==> src/dtq_pkg.sv <==
package dtq_pkg;

	localparam int CAPACITY = 16;
	localparam int TIME_BITS = 32;
	localparam int MAX_RESULTS = 16;
	localparam int FIFO_DEPTH = 2;

	localparam int IDX_W = $clog2(CAPACITY);
	localparam int CNT_W = $clog2(CAPACITY + 1);
	localparam int SUM_W = ((TIME_BITS > 20) ? TIME_BITS : 20) + 1;
	localparam int FPTR_W = (FIFO_DEPTH > 2) ? $clog2(FIFO_DEPTH) : 1;
	localparam int FCNT_W = $clog2(FIFO_DEPTH + 1);

	typedef logic [TIME_BITS-1:0] time_t;

	localparam logic CMD_SCHEDULE = 1'b0;
	localparam logic CMD_TICK = 1'b1;

	localparam logic [1:0] KIND_ACCEPTED = 2'd0;
	localparam logic [1:0] KIND_REJECTED = 2'd1;
	localparam logic [1:0] KIND_FIRED = 2'd2;

	typedef struct packed {
		logic cmd;
		logic [15:0] task_id;
		time_t deadline;
		time_t now;
	} cmd_t;

endpackage

==> src/dtq_if.sv <==
interface dtq_req_if;
	logic valid;
	logic ready;
	logic cmd;
	logic [15:0] task_id;
	logic [19:0] delay_ticks;
	logic [31:0] now_time;

	modport source (output valid, cmd, task_id, delay_ticks, now_time, input ready);
	modport sink (input valid, cmd, task_id, delay_ticks, now_time, output ready);
endinterface

interface dtq_rsp_if;
	logic valid;
	logic ready;
	logic [1:0] kind;
	logic [15:0] fired_task;
	logic [31:0] deadline;
	logic [4:0] pending_count;
	logic last;

	modport source (output valid, kind, fired_task, deadline, pending_count, last,
		input ready);
	modport sink (input valid, kind, fired_task, deadline, pending_count, last,
		output ready);
endinterface

==> src/dtq_front.sv <==
module dtq_front (
	dtq_req_if.sink req,
	input logic fifo_full,
	output logic push,
	output dtq_pkg::cmd_t push_data
);

	localparam logic [dtq_pkg::SUM_W-1:0] TIME_MAX =
		dtq_pkg::SUM_W'({dtq_pkg::TIME_BITS{1'b1}});

	logic [dtq_pkg::SUM_W-1:0] sum;
	dtq_pkg::time_t now;

	assign now = dtq_pkg::TIME_BITS'(req.now_time);
	assign sum = dtq_pkg::SUM_W'(now) + dtq_pkg::SUM_W'(req.delay_ticks);

	assign req.ready = !fifo_full;
	assign push = req.valid && !fifo_full;

	always_comb begin
		push_data.cmd = req.cmd;
		push_data.task_id = req.task_id;
		push_data.now = now;
		// The deadline saturates at the largest representable time.
		if (sum > TIME_MAX) begin
			push_data.deadline = {dtq_pkg::TIME_BITS{1'b1}};
		end else begin
			push_data.deadline = dtq_pkg::TIME_BITS'(sum);
		end
	end

endmodule

==> src/dtq_fifo.sv <==
module dtq_fifo (
	input logic clk,
	input logic arst_n,
	input logic push,
	input dtq_pkg::cmd_t push_data,
	input logic pop,
	output logic full,
	output logic nonempty,
	output dtq_pkg::cmd_t head
);

	dtq_pkg::cmd_t mem_q [dtq_pkg::FIFO_DEPTH];
	logic [dtq_pkg::FPTR_W-1:0] wptr_q, rptr_q;
	logic [dtq_pkg::FCNT_W-1:0] cnt_q;

	function automatic logic [dtq_pkg::FPTR_W-1:0] inc(logic [dtq_pkg::FPTR_W-1:0] p);
		if (p == dtq_pkg::FPTR_W'(dtq_pkg::FIFO_DEPTH - 1)) begin
			return '0;
		end
		return p + 1'b1;
	endfunction

	assign full = (cnt_q == dtq_pkg::FCNT_W'(dtq_pkg::FIFO_DEPTH));
	assign nonempty = (cnt_q != '0);
	assign head = mem_q[rptr_q];

	always_ff @(posedge clk) begin
		if (push) begin
			mem_q[wptr_q] <= push_data;
		end
	end

	always_ff @(posedge clk or negedge arst_n) begin
		if (!arst_n) begin
			wptr_q <= '0;
			rptr_q <= '0;
			cnt_q <= '0;
		end else begin
			if (push) begin
				wptr_q <= inc(wptr_q);
			end
			if (pop) begin
				rptr_q <= inc(rptr_q);
			end
			if (push && !pop) begin
				cnt_q <= cnt_q + 1'b1;
			end else if (pop && !push) begin
				cnt_q <= cnt_q - 1'b1;
			end
		end
	end

endmodule

==> src/dtq_back.sv <==
module dtq_back (
	input logic clk,
	input logic arst_n,
	input logic cmd_valid,
	input dtq_pkg::cmd_t cmd,
	output logic pop,
	dtq_rsp_if.source rsp
);

	localparam int C = dtq_pkg::CAPACITY;
	localparam int CW = dtq_pkg::CNT_W;
	localparam int IW = dtq_pkg::IDX_W;

	typedef enum logic [2:0] {
		ST_IDLE = 3'b001,
		ST_SCAN = 3'b010,
		ST_FIRE = 3'b100
	} state_t;

	state_t state_q;
	dtq_pkg::time_t dl_q [C];
	logic [15:0] task_q [C];
	logic [CW-1:0] count_q, idx_q, match_q, fired_q, total;
	dtq_pkg::time_t best_q, now_q;

	logic out_valid_q;
	logic [1:0] kind_q;
	logic [15:0] task_out_q;
	dtq_pkg::time_t dl_out_q;
	logic [CW-1:0] pend_q;
	logic last_q;

	logic slot_free, do_sched, do_fire, is_match, full, out_load;
	dtq_pkg::time_t cur_dl;

	assign slot_free = !out_valid_q || rsp.ready;
	assign full = (count_q == CW'(C));
	assign cur_dl = dl_q[idx_q[IW-1:0]];
	assign is_match = (cur_dl == best_q);
	assign total = (match_q > CW'(dtq_pkg::MAX_RESULTS)) ? CW'(dtq_pkg::MAX_RESULTS) : match_q;

	// A schedule command is taken only when its result can be registered.
	assign pop = (state_q == ST_IDLE) && cmd_valid &&
		((cmd.cmd == dtq_pkg::CMD_TICK) || slot_free);
	assign do_sched = pop && (cmd.cmd == dtq_pkg::CMD_SCHEDULE) && !full;
	assign do_fire = (state_q == ST_FIRE) && is_match && slot_free;
	assign out_load = (pop && cmd.cmd == dtq_pkg::CMD_SCHEDULE) || do_fire;

	assign rsp.valid = out_valid_q;
	assign rsp.kind = kind_q;
	assign rsp.fired_task = task_out_q;
	assign rsp.deadline = 32'(dl_out_q);
	assign rsp.pending_count = 5'(pend_q);
	assign rsp.last = last_q;

	always_ff @(posedge clk) begin
		if (do_sched) begin
			dl_q[count_q[IW-1:0]] <= cmd.deadline;
			task_q[count_q[IW-1:0]] <= cmd.task_id;
		end else if (do_fire) begin
			// Entries are kept in insertion order; removal closes the gap.
			for (int j = 0; j < C - 1; j++) begin
				if (CW'(j) >= idx_q) begin
					dl_q[j] <= dl_q[j+1];
					task_q[j] <= task_q[j+1];
				end
			end
		end
	end

	always_ff @(posedge clk) begin
		if (pop && cmd.cmd == dtq_pkg::CMD_SCHEDULE) begin
			kind_q <= full ? dtq_pkg::KIND_REJECTED : dtq_pkg::KIND_ACCEPTED;
			task_out_q <= cmd.task_id;
			dl_out_q <= cmd.deadline;
			pend_q <= full ? count_q : count_q + 1'b1;
			last_q <= 1'b1;
		end else if (do_fire) begin
			kind_q <= dtq_pkg::KIND_FIRED;
			task_out_q <= task_q[idx_q[IW-1:0]];
			dl_out_q <= best_q;
			pend_q <= count_q - 1'b1;
			last_q <= (fired_q + 1'b1 == total);
		end
	end

	always_ff @(posedge clk or negedge arst_n) begin
		if (!arst_n) begin
			state_q <= ST_IDLE;
			count_q <= '0;
			idx_q <= '0;
			match_q <= '0;
			fired_q <= '0;
			best_q <= '0;
			now_q <= '0;
			out_valid_q <= 1'b0;
		end else begin
			out_valid_q <= out_load || (out_valid_q && !rsp.ready);
			unique case (state_q)
				ST_IDLE: begin
					if (pop && cmd.cmd == dtq_pkg::CMD_SCHEDULE) begin
						if (!full) begin
							count_q <= count_q + 1'b1;
						end
					end else if (pop && count_q != '0) begin
						best_q <= dl_q[0];
						match_q <= CW'(1);
						idx_q <= CW'(1);
						now_q <= cmd.now;
						state_q <= ST_SCAN;
					end
				end
				ST_SCAN: begin
					if (idx_q == count_q) begin
						idx_q <= '0;
						fired_q <= '0;
						state_q <= (best_q > now_q) ? ST_IDLE : ST_FIRE;
					end else begin
						if (cur_dl < best_q) begin
							best_q <= cur_dl;
							match_q <= CW'(1);
						end else if (is_match) begin
							match_q <= match_q + 1'b1;
						end
						idx_q <= idx_q + 1'b1;
					end
				end
				ST_FIRE: begin
					if (!is_match) begin
						idx_q <= idx_q + 1'b1;
					end else if (slot_free) begin
						count_q <= count_q - 1'b1;
						fired_q <= fired_q + 1'b1;
						if (fired_q + 1'b1 == total) begin
							state_q <= ST_IDLE;
						end
					end
				end
				default: state_q <= ST_IDLE;
			endcase
		end
	end

endmodule

==> src/deadline_timer_queue.sv <==
// One-shot timer queue for up to CAPACITY tasks. A schedule transfer stores a task whose
// deadline is now_time plus delay_ticks, saturating at the largest time, and always returns
// exactly one result, marked rejected when the table is full. The front stage computes the
// deadline in the cycle of the input transfer and writes the command into a two-entry queue;
// the table controller takes it when idle and registers the result, so a schedule result
// passes through a queue entry and the result register. A tick transfer makes the controller
// scan the stored deadlines one per cycle to find the earliest and count its group. If it
// is due, a release pass walks the table in insertion order, one entry per cycle unless a
// due entry waits for the result channel, and emits each task with that deadline as it is
// reached, the last one marked; nothing is emitted when the table is empty or nothing is
// due. The scan, the release walk and stalls on the result channel set the time a tick
// takes; while they run the command queue fills and then holds off the input.
module deadline_timer_queue (
	input logic clk,
	input logic arst_n,
	dtq_req_if.sink req,
	dtq_rsp_if.source rsp
);

	logic push, pop, fifo_full, fifo_nonempty;
	dtq_pkg::cmd_t push_data, head;

	dtq_front u_front (
		.req(req),
		.fifo_full(fifo_full),
		.push(push),
		.push_data(push_data)
	);

	dtq_fifo u_fifo (
		.clk(clk),
		.arst_n(arst_n),
		.push(push),
		.push_data(push_data),
		.pop(pop),
		.full(fifo_full),
		.nonempty(fifo_nonempty),
		.head(head)
	);

	dtq_back u_back (
		.clk(clk),
		.arst_n(arst_n),
		.cmd_valid(fifo_nonempty),
		.cmd(head),
		.pop(pop),
		.rsp(rsp)
	);

endmodule

==> src/flat_wrapper.sv <==
// flat-port wrapper written by rule: the top's interface ports become plain ports
module deadline_timer_queue_flat 
  (clk, arst_n, req_valid, req_cmd, req_task_id, req_delay_ticks, req_now_time, req_ready, rsp_valid, rsp_kind, rsp_fired_task, rsp_deadline, rsp_pending_count, rsp_last, rsp_ready);
  dtq_req_if req_i ();
  dtq_rsp_if rsp_i ();
  input logic clk;
  input logic arst_n;
  input wire logic [$bits(req_i.valid)-1:0] req_valid;
  input wire logic [$bits(req_i.cmd)-1:0] req_cmd;
  input wire logic [$bits(req_i.task_id)-1:0] req_task_id;
  input wire logic [$bits(req_i.delay_ticks)-1:0] req_delay_ticks;
  input wire logic [$bits(req_i.now_time)-1:0] req_now_time;
  output wire logic [$bits(req_i.ready)-1:0] req_ready;
  output wire logic [$bits(rsp_i.valid)-1:0] rsp_valid;
  output wire logic [$bits(rsp_i.kind)-1:0] rsp_kind;
  output wire logic [$bits(rsp_i.fired_task)-1:0] rsp_fired_task;
  output wire logic [$bits(rsp_i.deadline)-1:0] rsp_deadline;
  output wire logic [$bits(rsp_i.pending_count)-1:0] rsp_pending_count;
  output wire logic [$bits(rsp_i.last)-1:0] rsp_last;
  input wire logic [$bits(rsp_i.ready)-1:0] rsp_ready;
  assign req_i.valid = req_valid;
  assign req_i.cmd = req_cmd;
  assign req_i.task_id = req_task_id;
  assign req_i.delay_ticks = req_delay_ticks;
  assign req_i.now_time = req_now_time;
  assign req_ready = req_i.ready;
  assign rsp_valid = rsp_i.valid;
  assign rsp_kind = rsp_i.kind;
  assign rsp_fired_task = rsp_i.fired_task;
  assign rsp_deadline = rsp_i.deadline;
  assign rsp_pending_count = rsp_i.pending_count;
  assign rsp_last = rsp_i.last;
  assign rsp_i.ready = rsp_ready;
  deadline_timer_queue u_core (.clk(clk), .arst_n(arst_n), .req(req_i), .rsp(rsp_i));
endmodule
==> config.mk <==
export PLATFORM = sky130hd
export DESIGN_NAME = deadline_timer_queue_flat
export DESIGN_NICKNAME = d
export VERILOG_FILES = /design/src/dtq_pkg.sv /design/src/dtq_if.sv /design/src/dtq_front.sv /design/src/dtq_fifo.sv /design/src/dtq_back.sv /design/src/deadline_timer_queue.sv /design/src/flat_wrapper.sv
export SDC_FILE = /design/constraint.sdc
export NUM_CORES = 2
export LEC_CHECK = 0
export CAP_MARGIN = 10
export CELL_PAD_IN_SITES_DETAIL_PLACEMENT = 1
export CELL_PAD_IN_SITES_GLOBAL_PLACEMENT = 1
export CORE_UTILIZATION = 44
export CTS_CLUSTER_DIAMETER = 60
export DETAILED_ROUTE_END_ITERATION = 16
export DONT_BUFFER_PORTS = 1
export PLACE_DENSITY_LB_ADDON = 0.1
export RECOVER_POWER = 50
export SETUP_SLACK_MARGIN = 0.4
export SYNTH_ARGS = -nofsm -noshare
export SYNTH_HDL_FRONTEND = slang
export SYNTH_SLANG_ARGS = --single-unit
==> constraint.sdc <==
create_clock -name clk -period 7.38 [get_ports clk]
set_clock_uncertainty 0.05 [all_clocks]
set_input_delay 1.107 -clock clk [delete_from_list [all_inputs] [get_ports clk]]
set_output_delay 1.107 -clock clk [all_outputs]
set_load 0.02 [all_outputs]
==> impl_metrics.csv <==
group,metric,value,unit
layout,drive_above_1_share,12.1,%
status,violations,"max-capacitance violations, max-slew violations",
worst_setup_path,critPathMaxFanout,63,
pwr,p_per_area,255,nW/um^2
yosys,synth_area,52400,sq um
placement,dpl_cell_area,54700,sq um
routing,post_drt_wl_per_cell,31.9,microns
routing,highest_layer,"met5",
floorplan,core_area,118000,sq um
worst_setup_path,rrSetupSlack,500,ps
routing,route.met3.wl,15.6,mm
floorplan,io_pins,131,
clocking,post_cts_buffers,0,
routing,remaining_drc_errors,0,
sta,fmax,0.145,GHz
yosys,ys_types,76,
sta,relSlewSlack,-183,%
floorplan,rows,126,
yosys,ys_seq_area_share,60.8,%
clocking,cts-buffers-inserted,135,
clocking,path_clk_slew,50,ps
worst_setup_path,r2r-end,"u_core.u_back.dl_q[2][30]",
yosys,yosysMostFrequentCell,"edfxtp_1",
yosys,ys_top_cells_by_area,"edfxtp_1 56%, a21oi_1 8.3%, mux4_2 6.1%, nor2_1 6.1%, dfrtp_1 4.3%",
yosys,synth_ff_type,"edfxtp_1",
yosys,synthTopCellsByCount,"985 x edfxtp_1, 873 x a21oi_1, 847 x nor2_1",
routing,postRouteAntennaNets,0,
yosys,avgSynthCellArea,11.8,sq um
clocking,root_buffer,"clkbuf_16",
yosys,ys_ff_latch,1078,
sta,setup_viol,0,
floorplan,die_h,347,microns
yosys,synth_warnings,0,
hold_path,holdCritPathClass,"input port to asynchronous set/reset pin",
routing,vias,38700,
routing,m1WireLength,79.4,mm
grt,grtUsageTotal,31.8,%
status,outcome,"complete, but fails checks",
sta,hold_violations,0,
floorplan,die_w,347,microns
worst_setup_path,reg2reg_depth,15,
routing,post_drt_via_cell_ratio,6.41,
yosys,yosysTopAreaCellShare,56.4,%
pwr,leakagePower,21.1,nW
layout,nets,4571,
yosys,synth-edff-count,985,
layout,areaGrowthSynthToFinish,12.1,%
routing,dr.pass1.iters,6,
pwr,finalPower,15.0,mW
clocking,cts_sinks,1078,
floorplan,die_area,121000,sq um
clocking,ctsResizeCount,0,
routing,routed_wl,193,mm
yosys,syn_inst,4450,
worst_setup_path,start_kind,"flop",
worst_setup_path,endpoint_kind,"flop",
placement,dp_cells,5799,
sta,final.min_clock_period,6880,ps
layout,stdcell_area,58800,sq um
clocking,clock_path_buffers,3,
grt,first_global_vias,38900,
yosys,syn_nets,4619,
sta,fin_crit_sh,93.2,%
grt,grt_pass1_wl,278,mm
sta,worst_pin_slew,4250,ps
grt,grt_max_degree,91,
flow_run,maxCapViolCount,11,
sta,tns,0,ps
placement,dp_hpwl,114,mm
grt,antenna_found_initial,5,
routing,wl_met2,91.2,mm
floorplan,initial_core_util,44.4,%
yosys,yosys.area.top_type,"edfxtp_1",
worst_setup_path,rr_startpoint,"u_core.u_back.idx_q[0]",
yosys,async_flop_share,8.53,%
sta,rsz0062_at_grt,"no",
layout,antenna_cells,0,
routing,drtIter0Drc,4140,
worst_setup_path,critPathArrivalTime,7270,ps
clocking,cts_tree,"built",
worst_setup_path,worst-setup-path-type,"flop to flop",
sta,slew_violations,368,
worst_setup_path,worstPathRequired,7770,ps
grt,gr-total-overflow,0,
placement,gp_congestion,0.865,
clocking,h-tree-depth,4,
pwr,max-vdd-ir-drop,0.000239,V
placement,port_buffers,0,
clocking,clk_latency,760,ps
layout,fin_cells,6040,
critical path: stages, from the launching register on:
cell and delay [ps]:
dfrtp_4 790, inv_1 320, nor2_2 890, clkbuf_1 360, a221oi_1 130, o32ai_1 570
ha_1 250, nand4_1 180, nor3_1 230, buf_4 210, and3_1 430, nand4_4 490
or3_4 890, buf_4 450, nor2_1 190, a21oi_1 60
cell type report:
cell class                      count  area, sq um
Clock buffer                      183         3750
Timing Repair Buffer              166         1410
Sequential cell                  1078        31900
Fill cell                       12100        59300
Tap cell                         1536         1920
Clock inverter                     56          527
Inverter                          135          509
Multi-Input combinational cell   2886        18700
repair_timing:
| action | in CTS | in global routing |
|---|---|---|
| endpoints found under the hold margin | 90 | 0 |
| hold buffers | 2 | 0 |
| endpoints found under the setup margin | 0 | 0 |
layer usage:
layer	up-vias	global-route usage, %
met5	-	0
met4	6	10.6
met1	20200	43.6
met2	1805	51.7
li1	16300	-
met3	377	5.13
worst max-delay path by stage:
stage / start / endpoint / slack [ps] / cells past startpoint
2_1_floorplan: u_core.u_back.idx_q[1] / u_core.u_back.dl_q[0][0] / 1020 / 11
3_3_place_gp: u_core.u_back.idx_q[0] / u_core.u_back.dl_q[2][23] / 1060 / 15
3_5_place_dp: u_core.u_back.idx_q[0] / u_core.u_back.dl_q[2][25] / 950 / 15
4_1_cts: u_core.u_back.idx_q[0] / u_core.u_back.dl_q[2][30] / 940 / 15
5_1_grt: u_core.u_fifo.rptr_q / u_core.u_back.dl_q[12][15] / 350 / 4
6_report: u_core.u_back.idx_q[0] / u_core.u_back.dl_q[2][30] / 500 / 15
per-stage QoR:
stage               setup slack [ps]  util [%]  hold WS [ps]
floorplan                       1020         -           407
global placement                1060      46.4           437
detailed placement               949      46.4           444
CTS                              944      50.0           127
global route                     350      49.8           145
finish                           499      49.8           170
registers in the layout, indices dropped and copies added, names as in the netlist:
register and cells:
u_core.u_fifo.mem_q 162, u_core.u_fifo.wptr_q 1, u_core.u_back.rsp.deadline 32, u_core.u_fifo.rptr_q 1, u_core.u_back.count_q 5, u_core.u_back.rsp.kind 2, u_core.u_back.dl_q 512, u_core.u_fifo.cnt_q 2
u_core.u_back.now_q 32, u_core.u_back.rsp.last 1, u_core.u_back.rsp.pending_count 5, u_core.u_back.idx_q 5, u_core.u_back.rsp.valid 1, u_core.u_back.fired_q 5, u_core.u_back.rsp.fired_task 16, u_core.u_back.best_q 32
u_core.u_back.task_q 256, u_core.u_back.state_q 3, u_core.u_back.match_q 5
cells by family (layout without fill, tap and decap cells):
group / after synthesis / count (layout) / synth area share (%)
AO/OA/AOI/OAI: 1165 / 1165 / 12.2
multiplexers: 370 / 370 / 10.6
buffers and inverters: 486 / 540 / 3.84
flip-flops: 1078 / 1078 / 60.8
adder cells (fa/ha/maj): 96 / 96 / 2.30
XOR/XNOR: 43 / 43 / 0.718
AND/OR/NAND/NOR: 1212 / 1212 / 9.50
where the power goes:
part / switching (mW) / internal [mW]
Combinational: 0.858 / 0.378
Clock: 2.65 / 3.87
Sequential: 0.0588 / 7.15
placed cells by master, fill, tap and decap left out, types with 14 or more instances in the layout:
cell type / count
a21oi_1: 873
mux2_2: 39
o21ai_0: 117
buf_12: 25
ha_1: 95
inv_1: 131
clkbuf_1: 80
buf_4: 89
edfxtp_1: 985
o2bb2ai_1: 21
nand4_1: 24
dfrtp_1: 87
o211ai_1: 14
xnor2_1: 31
nor2_1: 841
mux2i_1: 181
and3_1: 16
mux4_2: 143
clkinv_1: 24
clkbuf_16: 143
a221oi_1: 19
nand2_1: 186
nand3_1: 33
nand2_2: 16
Power figures use the tool's default switching activity.
